$ cat config.mk
export PLATFORM = sky130hd
export DESIGN_NAME = bmp_to_rgb565_stream_core
export DESIGN_NICKNAME = d
export VERILOG_FILES = /design/src/hw/rtl/bmp565_pkg.sv /design/src/hw/rtl/bmp565_parse.sv /design/src/hw/rtl/bmp565_outq.sv /design/src/hw/rtl/bmp_to_rgb565_stream_core.sv
export VERILOG_INCLUDE_DIRS = /design/src /design/src/hw/rtl
export SDC_FILE = /design/constraint.sdc
export NUM_CORES = 1
export LEC_CHECK = 0
export ABC_CLOCK_PERIOD_IN_PS = 12700
export BUFFER_PORTS_ARGS = -buffer_cell sky130_fd_sc_hd__buf_2
export CORE_MARGIN = 4
export CORE_UTILIZATION = 60
export CTS_BUF_LIST = sky130_fd_sc_hd__clkbuf_8 sky130_fd_sc_hd__clkbuf_16
export DETAILED_ROUTE_END_ITERATION = 8
export GPL_ROUTABILITY_DRIVEN = 0
export MAX_ROUTING_LAYER = met4
export PLACE_DENSITY = 0.8
export RECOVER_POWER = 25
export SYNTH_ARGS = -nofsm -noshare
export SYNTH_HDL_FRONTEND = slang
export SYNTH_HIERARCHICAL = 1
export SYNTH_SLANG_ARGS = --single-unit
$ cat constraint.sdc
create_clock -name clk -period 12.7 [get_ports clk]
set_input_delay 3.81 -clock clk [delete_from_list [all_inputs] [get_ports clk]]
set_output_delay 3.81 -clock clk [all_outputs]
set_load 0.02 [all_outputs]
$ cat src/hw/rtl/bmp_to_rgb565_stream_core_macros.svh
// Assertion macros for the BMP to RGB565 stream core.
// Uses the enclosing module's clk and rst_n; empty under synthesis.
`ifndef BMP_TO_RGB565_STREAM_CORE_MACROS_SVH
`define BMP_TO_RGB565_STREAM_CORE_MACROS_SVH

`ifndef SYNTHESIS
// Same-cycle implication, disabled during reset
`define B565_CHECK_NOW(label, ante, cons) \
    label: assert property (@(posedge clk) disable iff (!rst_n) (ante) |-> (cons)) \
        else $error("bmp565 same-cycle check failed");
// Next-cycle implication, disabled during reset
`define B565_CHECK_NEXT(label, ante, cons) \
    label: assert property (@(posedge clk) disable iff (!rst_n) (ante) |=> (cons)) \
        else $error("bmp565 next-cycle check failed");
`else
`define B565_CHECK_NOW(label, ante, cons)
`define B565_CHECK_NEXT(label, ante, cons)
`endif

`endif

$ cat src/hw/rtl/bmp565_pkg.sv
// Shared types and constants for the BMP to RGB565 stream core.
// No dependencies; used by the parser, the output queue and the top level.
package bmp565_pkg;

    // Parser phases
    typedef enum logic [2:0] {
        PH_HEADER,
        PH_SKIP,
        PH_PIXELS,
        PH_DONE,
        PH_ERROR
    } phase_t;

    // Result kinds
    localparam logic [1:0] KIND_PIXEL  = 2'd0;
    localparam logic [1:0] KIND_FINISH = 2'd1;
    localparam logic [1:0] KIND_ERROR  = 2'd2;

    // Error codes
    localparam logic [2:0] ERR_NONE      = 3'd0;
    localparam logic [2:0] ERR_SHORT     = 3'd1;
    localparam logic [2:0] ERR_SIGNATURE = 3'd2;
    localparam logic [2:0] ERR_DEPTH     = 3'd3;
    localparam logic [2:0] ERR_SIZE      = 3'd4;

    // Configuration register indexes
    localparam logic [1:0] CFG_ORIGIN_X   = 2'd0;
    localparam logic [1:0] CFG_ORIGIN_Y   = 2'd1;
    localparam logic [1:0] CFG_REQ_WIDTH  = 2'd2;
    localparam logic [1:0] CFG_REQ_HEIGHT = 2'd3;

    // Header layout
    localparam logic [15:0] BMP_SIGNATURE = 16'h4D42;
    localparam logic [31:0] HEADER_BYTES  = 32'd54;
    localparam logic [5:0]  HEADER_LAST   = 6'd53;
    localparam logic [5:0]  POS_SIG       = 6'd0;
    localparam logic [5:0]  POS_OFFSET    = 6'd10;
    localparam logic [5:0]  POS_WIDTH     = 6'd18;
    localparam logic [5:0]  POS_HEIGHT    = 6'd22;
    localparam logic [5:0]  POS_DEPTH     = 6'd28;
    localparam logic [15:0] BPP_24        = 16'd24;
    localparam logic [15:0] BPP_32        = 16'd32;

    typedef struct packed {
        logic [11:0] origin_x;
        logic [11:0] origin_y;
        logic [11:0] req_width;
        logic [11:0] req_height;
    } cfg_t;

    typedef struct packed {
        logic [1:0]  kind;
        logic [2:0]  err;
        logic [12:0] x;
        logic [12:0] y;
        logic [15:0] color;
        logic        last;
    } res_t;

    // Up to two results caused by one byte: a pixel and then an end marker
    typedef struct packed {
        logic first_vld;
        logic second_vld;
        res_t first;
        res_t second;
    } res_pair_t;

    function automatic logic [15:0] rgb565(input logic [7:0] r, input logic [7:0] g,
                                           input logic [7:0] b);
        rgb565 = {r[7:3], g[7:2], b[7:3]};
    endfunction

    function automatic res_t end_result(input logic [1:0] kind, input logic [2:0] err);
        res_t r;
        r       = '0;
        r.kind  = kind;
        r.err   = err;
        r.last  = 1'b1;
        end_result = r;
    endfunction

endpackage

$ cat src/hw/rtl/bmp565_parse.sv
// Byte parser: header capture and check, skip to pixel data, BGR(A) to RGB565.
// Depends on bmp565_pkg; results leave as a combinational pair per accepted byte.
module bmp565_parse #(
    parameter int MAX_WIDTH  = 2048,
    parameter int MAX_HEIGHT = 2048
) (
    input  logic                   clk,
    input  logic                   rst_n,
    input  logic                   accept,
    input  logic [7:0]             data_byte,
    input  logic                   end_of_file,
    input  bmp565_pkg::cfg_t       cfg,
    output bmp565_pkg::res_pair_t  pair
);

    localparam int WW = $clog2(MAX_WIDTH + 1);
    localparam int HW = $clog2(MAX_HEIGHT + 1);
    localparam int RW = WW + 2;
    localparam int CW = (WW > 12) ? WW : 12;
    localparam int CH = (HW > 12) ? HW : 12;

    bmp565_pkg::phase_t phase_reg, phase_next;
    logic [31:0]   pos_reg, pos_next;
    logic [15:0]   sig_reg, sig_next;
    logic [31:0]   offset_reg, offset_next;
    logic [31:0]   width_raw_reg, width_raw_next;
    logic [31:0]   height_raw_reg, height_raw_next;
    logic [15:0]   bpp_reg, bpp_next;
    logic [HW-1:0] height_reg, height_next;
    logic [RW-1:0] rbc_reg, rbc_next;
    logic [HW-1:0] file_row_reg, file_row_next;
    logic [WW-1:0] column_reg, column_next;
    logic [RW-1:0] bir_reg, bir_next;
    logic [1:0]    bip_reg, bip_next;
    logic [7:0]    blue_reg, blue_next;
    logic [7:0]    green_reg, green_next;

    logic [5:0]    pos6;
    logic [31:0]   h_abs;
    logic          size_bad;
    logic [WW-1:0] width;
    logic [RW-1:0] rbc24;
    logic [1:0]    last_bip;
    logic [CW-1:0] w_eff;
    logic [CH-1:0] h_eff;
    logic [RW-1:0] bir_inc;
    logic [HW-1:0] row_inc;
    logic          pix_vld;
    logic          term_vld;
    bmp565_pkg::res_t pix_res;
    bmp565_pkg::res_t term_res;

    // Header checks and derived sizes
    assign pos6     = pos_reg[5:0];
    assign h_abs    = height_raw_reg[31] ? (~height_raw_reg + 32'd1) : height_raw_reg;
    assign size_bad = (width_raw_reg == 32'd0) || (width_raw_reg > 32'(MAX_WIDTH)) ||
                      (h_abs == 32'd0) || (h_abs > 32'(MAX_HEIGHT)) ||
                      (offset_reg < bmp565_pkg::HEADER_BYTES);
    assign width    = width_raw_reg[WW-1:0];
    assign rbc24    = (RW'({width, 1'b0}) + RW'(width) + RW'(3)) & ~RW'(3);
    assign last_bip = (bpp_reg == bmp565_pkg::BPP_32) ? 2'd3 : 2'd2;
    assign w_eff    = (cfg.req_width != 12'd0) ? CW'(cfg.req_width) : CW'(width);
    assign h_eff    = (cfg.req_height != 12'd0) ? CH'(cfg.req_height) : CH'(height_reg);
    assign bir_inc  = bir_reg + RW'(1);
    assign row_inc  = file_row_reg + HW'(1);

    // Next state and results for the byte at the input
    always_comb
    begin
        phase_next      = phase_reg;
        pos_next        = pos_reg;
        sig_next        = sig_reg;
        offset_next     = offset_reg;
        width_raw_next  = width_raw_reg;
        height_raw_next = height_raw_reg;
        bpp_next        = bpp_reg;
        height_next     = height_reg;
        rbc_next        = rbc_reg;
        file_row_next   = file_row_reg;
        column_next     = column_reg;
        bir_next        = bir_reg;
        bip_next        = bip_reg;
        blue_next       = blue_reg;
        green_next      = green_reg;
        pix_vld         = 1'b0;
        pix_res         = '0;
        term_vld        = 1'b0;
        term_res        = '0;

        if (accept && phase_reg != bmp565_pkg::PH_DONE &&
            phase_reg != bmp565_pkg::PH_ERROR)
        begin
            unique case (phase_reg)
                bmp565_pkg::PH_HEADER:
                begin
                    // Capture header fields, little-endian
                    if (pos6 < bmp565_pkg::POS_SIG + 6'd2)
                    begin
                        sig_next[{pos6[0], 3'b000} +: 8] = data_byte;
                    end
                    else if (pos6 >= bmp565_pkg::POS_OFFSET && pos6 < bmp565_pkg::POS_OFFSET + 6'd4)
                    begin
                        offset_next[{2'(pos6 - bmp565_pkg::POS_OFFSET), 3'b000} +: 8] = data_byte;
                    end
                    else if (pos6 >= bmp565_pkg::POS_WIDTH && pos6 < bmp565_pkg::POS_WIDTH + 6'd4)
                    begin
                        width_raw_next[{2'(pos6 - bmp565_pkg::POS_WIDTH), 3'b000} +: 8] =
                            data_byte;
                    end
                    else if (pos6 >= bmp565_pkg::POS_HEIGHT &&
                             pos6 < bmp565_pkg::POS_HEIGHT + 6'd4)
                    begin
                        height_raw_next[{2'(pos6 - bmp565_pkg::POS_HEIGHT), 3'b000} +: 8] =
                            data_byte;
                    end
                    else if (pos6 >= bmp565_pkg::POS_DEPTH && pos6 < bmp565_pkg::POS_DEPTH + 6'd2)
                    begin
                        bpp_next[{1'(pos6 - bmp565_pkg::POS_DEPTH), 3'b000} +: 8] = data_byte;
                    end

                    // Check the header on its last byte
                    if (pos6 == bmp565_pkg::HEADER_LAST)
                    begin
                        priority if (sig_reg != bmp565_pkg::BMP_SIGNATURE)
                        begin
                            phase_next = bmp565_pkg::PH_ERROR;
                            term_vld   = 1'b1;
                            term_res   = bmp565_pkg::end_result(bmp565_pkg::KIND_ERROR,
                                                                bmp565_pkg::ERR_SIGNATURE);
                        end
                        else if (bpp_reg != bmp565_pkg::BPP_24 && bpp_reg != bmp565_pkg::BPP_32)
                        begin
                            phase_next = bmp565_pkg::PH_ERROR;
                            term_vld   = 1'b1;
                            term_res   = bmp565_pkg::end_result(bmp565_pkg::KIND_ERROR,
                                                                bmp565_pkg::ERR_DEPTH);
                        end
                        else if (size_bad)
                        begin
                            phase_next = bmp565_pkg::PH_ERROR;
                            term_vld   = 1'b1;
                            term_res   = bmp565_pkg::end_result(bmp565_pkg::KIND_ERROR,
                                                                bmp565_pkg::ERR_SIZE);
                        end
                        else
                        begin
                            height_next = HW'(h_abs);
                            rbc_next    = (bpp_reg == bmp565_pkg::BPP_32) ?
                                          RW'({width, 2'b00}) : rbc24;
                            phase_next  = (offset_reg == bmp565_pkg::HEADER_BYTES) ?
                                          bmp565_pkg::PH_PIXELS : bmp565_pkg::PH_SKIP;
                        end
                    end
                end

                bmp565_pkg::PH_SKIP:
                begin
                    // Advance to pixel data after the byte just before the offset
                    if ({1'b0, pos_reg} + 33'd1 == {1'b0, offset_reg})
                    begin
                        phase_next = bmp565_pkg::PH_PIXELS;
                    end
                end

                bmp565_pkg::PH_PIXELS:
                begin
                    // Assemble the pixel; padding bytes past the last column only count
                    if (column_reg < width)
                    begin
                        unique case (bip_reg)
                            2'd0: blue_next  = data_byte;
                            2'd1: green_next = data_byte;
                            2'd2:
                            begin
                                if (CW'(column_reg) < w_eff && CH'(file_row_reg) < h_eff)
                                begin
                                    pix_vld       = 1'b1;
                                    pix_res.kind  = bmp565_pkg::KIND_PIXEL;
                                    pix_res.err   = bmp565_pkg::ERR_NONE;
                                    pix_res.x     = {cfg.origin_x[11], cfg.origin_x} +
                                                    13'(column_reg);
                                    pix_res.y     = {cfg.origin_y[11], cfg.origin_y} +
                                                    13'(h_eff) - 13'd1 - 13'(file_row_reg);
                                    pix_res.color = bmp565_pkg::rgb565(data_byte, green_reg,
                                                                       blue_reg);
                                end
                            end
                            default: ;
                        endcase
                        if (bip_reg >= last_bip)
                        begin
                            column_next = column_reg + WW'(1);
                            bip_next    = 2'd0;
                        end
                        else
                        begin
                            bip_next = bip_reg + 2'd1;
                        end
                    end

                    // Close the row at the end of its padding
                    bir_next = bir_inc;
                    if (bir_inc >= rbc_reg)
                    begin
                        bir_next      = '0;
                        column_next   = '0;
                        bip_next      = 2'd0;
                        file_row_next = row_inc;
                        if (row_inc >= height_reg)
                        begin
                            phase_next = bmp565_pkg::PH_DONE;
                            term_vld   = 1'b1;
                            term_res   = bmp565_pkg::end_result(bmp565_pkg::KIND_FINISH,
                                                                bmp565_pkg::ERR_NONE);
                        end
                    end
                end

                default: ;
            endcase

            // Saturate the byte count
            if (pos_reg != 32'hFFFF_FFFF)
            begin
                pos_next = pos_reg + 32'd1;
            end

            // File ended before the image did
            if (end_of_file && phase_next != bmp565_pkg::PH_DONE &&
                phase_next != bmp565_pkg::PH_ERROR)
            begin
                phase_next = bmp565_pkg::PH_ERROR;
                term_vld   = 1'b1;
                term_res   = bmp565_pkg::end_result(bmp565_pkg::KIND_ERROR,
                                                    bmp565_pkg::ERR_SHORT);
            end
        end

        // Order the results: pixel first, end marker last
        pair.first_vld  = pix_vld | term_vld;
        pair.second_vld = pix_vld & term_vld;
        pair.first      = pix_vld ? pix_res : term_res;
        pair.first.last = ~(pix_vld & term_vld);
        pair.second     = term_res;
    end

    // State registers
    always_ff @(posedge clk or negedge rst_n)
    begin
        if (!rst_n)
        begin
            phase_reg      <= bmp565_pkg::PH_HEADER;
            pos_reg        <= '0;
            sig_reg        <= '0;
            offset_reg     <= '0;
            width_raw_reg  <= '0;
            height_raw_reg <= '0;
            bpp_reg        <= '0;
            height_reg     <= '0;
            rbc_reg        <= '0;
            file_row_reg   <= '0;
            column_reg     <= '0;
            bir_reg        <= '0;
            bip_reg        <= '0;
            blue_reg       <= '0;
            green_reg      <= '0;
        end
        else
        begin
            phase_reg      <= phase_next;
            pos_reg        <= pos_next;
            sig_reg        <= sig_next;
            offset_reg     <= offset_next;
            width_raw_reg  <= width_raw_next;
            height_raw_reg <= height_raw_next;
            bpp_reg        <= bpp_next;
            height_reg     <= height_next;
            rbc_reg        <= rbc_next;
            file_row_reg   <= file_row_next;
            column_reg     <= column_next;
            bir_reg        <= bir_next;
            bip_reg        <= bip_next;
            blue_reg       <= blue_next;
            green_reg      <= green_next;
        end
    end

endmodule

$ cat src/hw/rtl/bmp565_outq.sv
// Two-slot result register: the head drives the output stream, the second
// slot holds an end marker that follows a pixel. Depends on bmp565_pkg.
module bmp565_outq (
    input  logic                  clk,
    input  logic                  rst_n,
    input  logic                  accept,
    input  bmp565_pkg::res_pair_t pair,
    output logic                  space,
    output logic                  out_valid,
    input  logic                  out_ready,
    output bmp565_pkg::res_t      out_res
);

    logic             a_vld_reg, a_vld_next;
    logic             b_vld_reg, b_vld_next;
    bmp565_pkg::res_t a_reg, a_next;
    bmp565_pkg::res_t b_reg, b_next;
    logic             pop;

    // Take a new item only when both slots will be free
    assign pop       = a_vld_reg & out_ready;
    assign space     = ~b_vld_reg & (~a_vld_reg | out_ready);
    assign out_valid = a_vld_reg;
    assign out_res   = a_reg;

    // Load on accept, otherwise advance the second slot on a pop
    always_comb
    begin
        a_vld_next = a_vld_reg;
        b_vld_next = b_vld_reg;
        a_next     = a_reg;
        b_next     = b_reg;
        if (accept)
        begin
            a_vld_next = pair.first_vld | (a_vld_reg & ~pop);
            b_vld_next = pair.second_vld;
            if (pair.first_vld)
            begin
                a_next = pair.first;
                b_next = pair.second;
            end
        end
        else if (pop)
        begin
            a_vld_next = b_vld_reg;
            b_vld_next = 1'b0;
            a_next     = b_reg;
        end
    end

    always_ff @(posedge clk or negedge rst_n)
    begin
        if (!rst_n)
        begin
            a_vld_reg <= 1'b0;
            b_vld_reg <= 1'b0;
        end
        else
        begin
            a_vld_reg <= a_vld_next;
            b_vld_reg <= b_vld_next;
        end
    end

    // Hold payload, no reset
    always_ff @(posedge clk)
    begin
        a_reg <= a_next;
        b_reg <= b_next;
    end

endmodule

$ cat src/hw/rtl/bmp_to_rgb565_stream_core.sv
// BMP to RGB565 stream core: one file byte per cycle in, RGB565 pixels out.
// The first result of an accepted byte is registered and on the output in the next cycle.
// Throughput: one byte per cycle; a byte causing a pixel and an end marker holds s_tready
// low until the end marker leaves the second slot, and s_tready follows m_tready through the
// two result slots. Reset (rst_n low, asynchronous) returns to the header phase, zeroes the
// parser and configuration registers, and empties the output.
`include "bmp_to_rgb565_stream_core_macros.svh"

module bmp_to_rgb565_stream_core #(
    parameter int MAX_WIDTH  = 2048,
    parameter int MAX_HEIGHT = 2048
) (
    input  logic        clk,
    input  logic        rst_n,
    // Input stream
    input  logic        s_tvalid,
    output logic        s_tready,
    input  logic [7:0]  s_tdata,   // [7:0] data_byte
    input  logic        s_tlast,   // end_of_file
    // Result stream
    output logic        m_tvalid,
    input  logic        m_tready,
    output logic [47:0] m_tdata,   // [2:0] error_code, [15:3] pixel_x, [28:16] pixel_y,
                                   // [44:29] pixel_color, [47:45] zero
    output logic [1:0]  m_tuser,   // [1:0] result_kind
    output logic        m_tlast,   // last_result
    // Configuration write port
    input  logic        cfg_we,
    input  logic [1:0]  cfg_index,
    input  logic [11:0] cfg_data
);

    bmp565_pkg::cfg_t      cfg_reg;
    bmp565_pkg::res_pair_t pair;
    bmp565_pkg::res_t      out_res;
    logic                  s_accept;
    logic                  space;
    logic                  is_pixel;

    assign s_tready = space;
    assign s_accept = s_tvalid & space;

    // Configuration registers
    always_ff @(posedge clk or negedge rst_n)
    begin
        if (!rst_n)
        begin
            cfg_reg <= '0;
        end
        else if (cfg_we)
        begin
            unique case (cfg_index)
                bmp565_pkg::CFG_ORIGIN_X:   cfg_reg.origin_x   <= cfg_data;
                bmp565_pkg::CFG_ORIGIN_Y:   cfg_reg.origin_y   <= cfg_data;
                bmp565_pkg::CFG_REQ_WIDTH:  cfg_reg.req_width  <= cfg_data;
                bmp565_pkg::CFG_REQ_HEIGHT: cfg_reg.req_height <= cfg_data;
            endcase
        end
    end

    bmp565_parse #(
        .MAX_WIDTH  (MAX_WIDTH),
        .MAX_HEIGHT (MAX_HEIGHT)
    ) u_parse (
        .clk         (clk),
        .rst_n       (rst_n),
        .accept      (s_accept),
        .data_byte   (s_tdata),
        .end_of_file (s_tlast),
        .cfg         (cfg_reg),
        .pair        (pair)
    );

    bmp565_outq u_outq (
        .clk       (clk),
        .rst_n     (rst_n),
        .accept    (s_accept),
        .pair      (pair),
        .space     (space),
        .out_valid (m_tvalid),
        .out_ready (m_tready),
        .out_res   (out_res)
    );

    // Pack the result item
    assign m_tdata  = {3'b000, out_res.color, out_res.y, out_res.x, out_res.err};
    assign m_tuser  = out_res.kind;
    assign m_tlast  = out_res.last;
    assign is_pixel = (m_tuser == bmp565_pkg::KIND_PIXEL);

    // An end marker is always the final result of its byte
    `B565_CHECK_NOW(end_is_last, m_tvalid && !is_pixel, m_tlast)
    // Pixels carry no error code
    `B565_CHECK_NOW(pixel_no_err, m_tvalid && is_pixel, m_tdata[2:0] == bmp565_pkg::ERR_NONE)
    // Nothing follows a delivered end marker
    `B565_CHECK_NEXT(quiet_after_end, m_tvalid && m_tready && !is_pixel, !m_tvalid)

endmodule
Yosys cells after proc, flatten, opt, wreduce, memory -nomap -nowiden
Cells that the tools add are included.
{ "word_totals": {"output_inout_bits": 53, "romBits": 0, "word_cells": 230, "latch_bits": 0, "ramBits": 0, "mem_count": 0, "regBits": 391} }
{ "op_classes": {"bitwise": 20, "n_reduce_logical": 43, "n_div": 0, "n_eq_ne": 20, "muxes": 64, "n_lt_le_gt_ge": 18, "n_mul": 0, "n_addsub": 22, "n_shift": 10} }
{ "ops": {"columns": ["cell", "n"], "rows": [
  ["two-way mux 48 bit", 11],
  ["two-way mux 47 bit", 5],
  ["bitwise mux 32 bit", 3],
  ["one-hot mux 48 bit (2 select lines)", 1],
  ["variable shift 8 x 7 -> 32 bit, first input constant", 3],
  ["indexed part select 8 x 7 -> 32 bit", 3],
  ["adder 32 x 1 -> 32 bit, second input constant", 2],
  ["> comparator 32 x 12 -> 1 bit, second input constant", 2],
  ["zero test 32 bit", 2],
  ["two-way mux 12 bit", 5],
  ["two-way mux 42 bit", 1],
  ["< comparator 12 bit", 3],
  ["adder 32 x 1 -> 33 bit, second input constant", 1],
  ["equality test 33 x 32 -> 1 bit", 1],
  ["bitwise mux 16 bit", 2],
  ["equality test 32 x 6 -> 1 bit, second input constant", 1],
  ["< comparator 32 x 6 -> 1 bit, second input constant", 1],
  ["two-way mux 32 bit", 1],
  ["!= test 32 bit, second input constant", 1],
  ["NOT 32 bit", 1],
  ["variable shift 8 x 6 -> 16 bit, first input constant", 2],
  ["indexed part select 8 x 6 -> 16 bit", 2],
  ["two-way mux 14 bit", 2],
  ["two-way mux 3 bit", 9],
  ["51 further kinds", 132]
]} }

Depth between registers and ports, before layout
Gate-level depths: netlist of run 1.
{ "depth": {"depth_word": 22, "ltp_mapped": 19, "ltp_nobuf": 19} }

By module
The synthesis of run 1 kept the hierarchy.
{ "modules_own_cells": {"columns": ["mod", "n_inst", "seq_area_each_um2", "area_per_inst_um2", "cells_each"], "rows": [
  ["bmp565_parse", 1, 5955.7, 16846.2, 1909],
  ["bmp565_outq", 1, 2932.8, 3742.3, 161],
  ["bmp_to_rgb565_stream_core", 1, 1201.2, 1834.3, 109]
]} }

Worst setup path after synthesis of run 1
No wires, ideal clock.
{ "synth_path": {"path_kind": "input-to-reg", "from": "input port m_tready", "to": "register u_outq.a_reg (netlist bit u_outq/out_res[0]), enable pin", "setup_ns": 0.520, "arrival_time_ns": 7.951, "path_stages": 6, "path_slack_ns": 4.229, "n_path_buf": 2, "required_time_ns": 12.180, "cell_sequence": "nor2b_1 -> nor2_1 -> and2_1 -> buf_6 -> buf_6 -> o21ai_0"} }
{ "synth_between": {"elab_chain_len": 9} }
{ "synth_rtl": {"columns": ["item", "line_no", "source"], "rows": [
  ["start, declared", "bmp_to_rgb565_stream_core.sv:22", "input logic m_tready,"],
  ["OR 1 bit (*)", "bmp565_outq.sv:22", "assign space = ~b_vld_reg & (~a_vld_reg | out_ready);"],
  ["AND 1 bit (*)", "bmp565_outq.sv:22", null],
  ["net s_tready", "bmp_to_rgb565_stream_core.sv:17", "output logic s_tready,"],
  ["AND 1 bit (*)", "bmp_to_rgb565_stream_core.sv:41", "assign s_accept = s_tvalid & space;"],
  ["net s_accept", "bmp_to_rgb565_stream_core.sv:36", "logic s_accept;"],
  ["logical AND 1 bit (2 in a row)", "bmp565_parse.sv:90", "if (accept && phase_reg != bmp565_pkg::PH_DONE &&"],
  ["two-way mux 1 bit", "bmp565_parse.sv:90", null],
  ["OR 1 bit", "bmp565_parse.sv:240", "pair.first_vld = pix_vld | term_vld;"],
  ["!= test 2 x 1 -> 1 bit (no source line)", null, null],
  ["AND reduction 2 bit (no source line) (*)", null, null],
  ["end signal, assigned", "bmp565_outq.sv:68", "a_reg <= a_next;"],
  ["end, declared", "bmp565_outq.sv:16", "bmp565_pkg::res_t a_reg, a_next;"]
]} }
Mark *: on every way through the listed nets, which the timed path passes. The rest lies on a longest branch.
A chain may end at the register's enable or synchronous reset.

==> impl_metrics.ini, run 1 <==
[synthesis]
ys_ff_latch = 384
post-synth-top-count-cell = dfrtp_1
netlist_area_um2 = 22400
yosysWarnings = 6
syn_inst = 2179
yosysTopAreaCellShare = 0.321
synth-edff-count = 96
ys_types = 85
synthTopCellsByCount = 288 x dfrtp_1, 212 x nand2_1, 126 x nor2_1
post-synth-top-area-cell = dfrtp_1
synth.area.top_cells = dfrtp_1 32%, edfxtp_1 13%, ha_1 6.6%
synthFlopType = dfrtp_1
postSynthAreaPerCell_um2 = 10.3
ys_async_sr_fraction = 0.750
ys_seq_area_frac = 0.450

[critical_path]
startpoint = rst_n
cp_cell_sequence = clkbuf_1
slowest_stage = clkbuf_1
worst-path-buf-inv = 1
cp-start-kind = primary input
cp_max_fo = 101
path_delay_family = buffers and inverters
cp.required_ns = 12.07
worstSetupPathType = in -> async
critPathMaxStageDelay_ns = 3.69
end_kind = async pin
arrival_ns = 7.65
r2r_start = cfg_reg[12]

[timing]
setup_ws_ns = 4.42
fmax_mhz = 121
hold_violations = 0
fin_crit_sh = 0.652
maxSlewViolCount = 164
rsz0062_at_grt = false
setup_viol = 0
finClkSkew_ns = 0.0252
fin_setup_tns_ns = 0
worst_slew_pin_slew_ns = 5.42
slew_headroom = -2.61
finalCriticalPeriod_ns = 8.28

[clock_tree]
cts_hold_buf = 0
clk_pin_slew_worst_paths_ns = 0.06
cts_resized = 0
cts.path.max_buffers = 3
cts_buffers = 43
cts_root_buf = clkbuf_16
clock-sinks = 384
clk_latency_ns = 0.58
cts_tree = yes
htree_levels = 2
post_cts_buffers = 0

[detailed_routing]
drtAntennaViolNets = 0
drtPass1Iterations = 6
viasPerCell = 6.31
vias = 17100
routed_wl_um = 56800
drtIter0Drc = 1969
routedWlPerCell_um = 20.9
drt_drc_violations_left = 0

[floorplan]
coreArea_um2 = 36700
std_cell_rows = 70
initial_core_util = 0.611
die-height_um = 201
dieArea_um2 = 40500
ios = 81
fp.dieW_um = 201

[global_route]
grt_usage = 0.286
grt_pass1_vias = 17100
overflow = 0
antenna_found_initial = 0
grt_max_degree = 189
grt_pass1_wl_um = 91200

[run_status]
violations = capacitance limit, slew limit
outcome = complete, but fails checks

[worst_hold_path]
min_from = u_parse/rbc_reg[9]
min_path_type = reg -> reg

[power_and_ir_drop]
power.density_nw_per_um2 = 119
intPower_mw = 2.17
combinationalPowerShare = 0.106
clkPwrFrac = 0.439
switchingPower_uw = 726
peakVddDrop_v = 0.000103
seqPwrFrac = 0.456
p_sw_frac = 0.251
leakage_nw = 10.9

[final_layout]
area.growth.synth_to_final_pct = 8.68
drive_above_1_share = 0.146
n_antenna_cell = 0
layout.nets = 2375
postLayoutCoreUtil = 0.664

[flow_run]
cap_violations = 3

[placed_design]
port_buffers = 77
dp_hpwl_um = 39700
place_ws_ns = 4.57
==> power by group through the flow <==
stage	combinational (mW)	clock [mW]	sequential (mW)
6_report	0.305	1.27	1.32
5_1_grt	0.340	1.35	1.32
4_1_cts	0.305	1.29	1.32
3_5_place_dp	0.297	0	1.34
3_3_place_gp	0.287	0	1.34
2_1_floorplan	0.222	0	1.33
==> final cells by class <==
cell class	instances	area, µm²
fill	2675	12300
multi-input combinational	1584	11300
sequential	384	10100
clock buffer	56	1290
tap	468	586
timing repair buffer	92	495
inverter	109	409
clock inverter	23	185
==> through the flow <==
step	total power, mW	cell area [µm²]	hold slack [ns]	instances
after global routing	3.01	24400	0.513	2716
after global placement	1.62	22900	0.462	2636
after CTS	2.91	24400	0.491	2715
after detailed placement	1.64	22900	0.476	2636
after floorplan	1.55	22600	0.450	2222
final	2.89	24400	0.491	2716
==> cells in the final DEF (no fill, tap or decap), types with 13 or more instances in the layout <==
cell type and instances:
o21bai_1 13, o21a_1 16, or3_1 17, nor2_1 125
o21ai_0 131, buf_2 70, nand4_1 30, a21oi_1 88
nor2b_1 22, o31ai_1 13, or4_1 14, a211oi_1 14
or2_2 14, edfxtp_1 96, conb_1 45, nand2_1 212
clkbuf_16 46, a32o_1 24, and3_1 25, mux2_2 98
nor4_1 40, nand2b_1 17, xnor2_1 95, a21o_1 20
ha_1 119, nand3_1 57, and2_1 24, fa_1 14
dfrtp_1 288, inv_1 112, nor3_1 58, xor2_1 62
mux2_4 40
==> worst reg2reg max path: stages, from the launching register on <==
cell and delay, ns:
dfrtp_1 0.41, or4_1 0.57, nor4_1 0.28, buf_4 0.21
a21oi_1 0.08, ha_1 0.28, o21a_1 0.10, o21a_1 0.16
o21a_1 0.16, o21a_1 0.17, a2111oi_0 1.04, o311ai_4 0.48
nand3_1 0.27, nand2_1 0.14, inv_2 0.86
==> metal layers <==
layer  wire length, µm  vias up  part of all wire  global-route usage
met4              2970        0             0.052               0.137
met3              4800      207             0.085              0.0524
met5                 0        -                 0                   -
met1             22900     8311              0.40               0.367
li1                  -     7805                 -                   -
met2             26100      816              0.46               0.443
==> logic make-up (layout without fill, tap and decap cells) <==
family                   Yosys count  after routing  share of synthesized area
XOR/XNOR                         157            157                     0.0613
flip-flops                       384            384                      0.450
buffers and inverters            254            280                     0.0541
AND/OR/NAND/NOR                  694            694                      0.155
AO/OA/AOI/OAI                    408            408                      0.120
adder cells (fa/ha/maj)          133            133                     0.0789
other                              2             45                   0.000335
multiplexers                     147            147                     0.0801
==> path summary, 6_finish.rpt <==
kind	end	slack, ns	cells past startpoint
worst max-delay path	u_parse/column_reg[3]	4.42	1
worst max register to register	u_outq/b_reg[27]	7.08	14
worst min-delay path	u_parse/rbc_reg[9]	0.49	2
max in group clk	s_tready	4.53	4
min in group asynchronous	u_parse/bir_reg[1]	5.23	1
worst min register to register	u_parse/rbc_reg[9]	0.49	2
Note: power is estimated with default switching activity, not from simulation.
==> run 2, diff against run 1 <==
--- a/config.mk
+++ b/config.mk
@@ -6,7 +6,7 @@
 export SDC_FILE = /design/constraint.sdc
 export NUM_CORES = 1
 export LEC_CHECK = 0
-export ABC_CLOCK_PERIOD_IN_PS = 12700
+export ABC_CLOCK_PERIOD_IN_PS = 8500
 export BUFFER_PORTS_ARGS = -buffer_cell sky130_fd_sc_hd__buf_2
 export CORE_MARGIN = 4
 export CORE_UTILIZATION = 60
==> constraint.sdc (replaced) <==
create_clock -name clk -period 8.5 [get_ports clk]
set_input_delay 2.55 -clock clk [delete_from_list [all_inputs] [get_ports clk]]
set_output_delay 2.55 -clock clk [all_outputs]
set_load 0.02 [all_outputs]
==> run 2 against run 1 <==
The flow still finishes with violations (capacitance limit, slew limit). Clock-buffer cell count shrank 8. Via count is 0.14% lower. Non-clock buffer count is 4 higher. Design area is 0.40% lower. Sequential cell count did not move. Register-to-register slack worse by 4.2 ns. Combinational power rose by 47%. Critical endpoint is now u_outq/b_reg[33].
==> impl_metrics.ini, run 2 (synthesized netlist as in run 1, its figures left out) <==
[clock_tree]
cts_buffers = 43
cts.path.max_buffers = 3
cts_hold_buf = 0
htree_levels = 2
cts_tree = yes
post_cts_buffers = 0
clk_latency_ns = 0.58
clk_pin_slew_worst_paths_ns = 0.06
cts_root_buf = clkbuf_16
cts_resized = 0
clock-sinks = 384

[timing]
setup_viol = 0
finalCriticalPeriod_ns = 5.91
fin_crit_sh = 0.695
maxSlewViolCount = 148
fmax_mhz = 169
hold_violations = 0
fin_setup_tns_ns = 0
finClkSkew_ns = 0.0300
rsz0062_at_grt = false
slew_headroom = -1.27
worst_slew_pin_slew_ns = 3.41

[critical_path]
rr_worst_depth = 14
cp.required_ns = 8.68
startpoint = m_tready
r2r_start = u_parse/height_raw_reg[0]
worst-path-buf-inv = 3
critPathMaxStageDelay_ns = 0.85
crit_top_cell = nand2_1
arrival_ns = 6.09
r2r_end = u_outq/b_reg[33]
end_kind = register
worstSetupPathType = in -> reg
path_delay_family = simple AND/OR/NAND/NOR gates
cp_max_fo = 48
slowest_stage = inv_2
cp_cell_sequence = buf_2, nor2b_1, nor2_1, and2_4, nand2_1, or3b_2, a211oi_1, o21a_1, o311ai_4, buf_4, nand3_1, nand2_1, inv_2
r2r_slack_ns = 2.88
cp-start-kind = primary input

[power_and_ir_drop]
peakVddDrop_v = 0.000154
clkPwrFrac = 0.424
switchingPower_mw = 1.03
power_mw = 4.19
combinationalPowerShare = 0.107
power.density_nw_per_um2 = 173
intPower_mw = 3.16
seqPwrFrac = 0.469
p_sw_frac = 0.247
leakage_nw = 11.0

[detailed_routing]
drt_drc_violations_left = 0
routed_wl_um = 56100
drtPass1Iterations = 7
routedWlPerCell_um = 20.7
drtAntennaViolNets = 0
viasPerCell = 6.31
drtIter0Drc = 1969
vias = 17100

[final_layout]
final_cell_mix = 288 x dfrtp_1, 212 x nand2_1, 126 x nor2_1
drive_above_1_share = 0.146
n_antenna_cell = 0
fillers = 2670
layout_commonest_cell = dfrtp_1
layout.nets = 2379
area.growth.synth_to_final_pct = 8.25
finalNonFillerCells = 2714

[flow_run]
cap_violations = 2

[global_route]
grt_max_degree = 155
overflow = 0
grt_pass1_vias = 16700
grt_pass1_wl_um = 88800
grt_usage = 0.279
antenna_found_initial = 0

[floorplan]
std_cell_rows = 70
coreArea_um2 = 36700
ios = 81
dieArea_um2 = 40500
initial_core_util = 0.611
fp.dieW_um = 201
die-height_um = 201

[placed_design]
dp_hpwl_um = 40000
dp_cells = 2641
port_buffers = 77

[run_status]
violations = capacitance limit, slew limit
outcome = complete, but fails checks

[worst_hold_path]
min_from = u_parse/rbc_reg[10]
hold_depth = 2
min_path_type = reg -> reg
min_to = u_parse/rbc_reg[10]
run 2: routing by layer:
layer  GRT usage  routed length (µm)
met1       0.365               23000
met2       0.443               26600
met3      0.0430                4030
met4       0.106                2420
met5           -                   0
run 2: worst max-delay path by stage:
stage | to | cells after the start
floorplan | u_outq/out_res[0] | 6
global placement | u_outq/b_reg[25] | 13
detailed placement | u_outq/b_reg[24] | 13
CTS | u_outq/b_reg[27] | 13
global route | u_outq/b_reg[34] | 13
finish | u_outq/b_reg[33] | 13
run 2: power by group through the flow:
stage | registers (mW) | clock network, mW | logic (mW)
after floorplan | 1.99 | 0 | 0.332
after global placement | 2.00 | 0 | 0.426
after global routing | 1.97 | 1.89 | 0.505
final | 1.97 | 1.78 | 0.448
after CTS | 1.97 | 1.80 | 0.450
after detailed placement | 2.00 | 0 | 0.441
run 2: worst reg2reg max path, delay by kind of cell (launching register included):
family | cells | cell delay [ns]
fa+ha+maj | 1 | 0.26
xor+xnor | 1 | 0.36
compound gates | 4 | 0.93
simple gates | 6 | 2.30
buf+inv | 2 | 0.96
flops | 1 | 0.41
run 2: cell type report:
| class | instances | area, µm² | share of cell area |
|---|---|---|---|
| multi-input cells | 1584 | 11300 | 0.466 |
| inverters | 109 | 409 | 0.0169 |
| clock inverters | 25 | 178 | 0.00732 |
| flip-flops and latches | 384 | 10100 | 0.416 |
| clock buffers | 48 | 1160 | 0.0476 |
| well taps | 468 | 586 | 0.0241 |
| repair buffers | 96 | 539 | 0.0222 |
run 2: stage by stage:
stage	worst slack, ns	hold slack, ns	instance area (µm²)	utilization
after global routing	2.32	0.505	24300	0.661
after global placement	2.16	0.462	23000	0.626
after CTS	2.62	0.488	24300	0.662
final	2.59	0.484	24300	0.661
after floorplan	1.29	0.450	22600	-
after detailed placement	2.03	0.475	23000	0.626
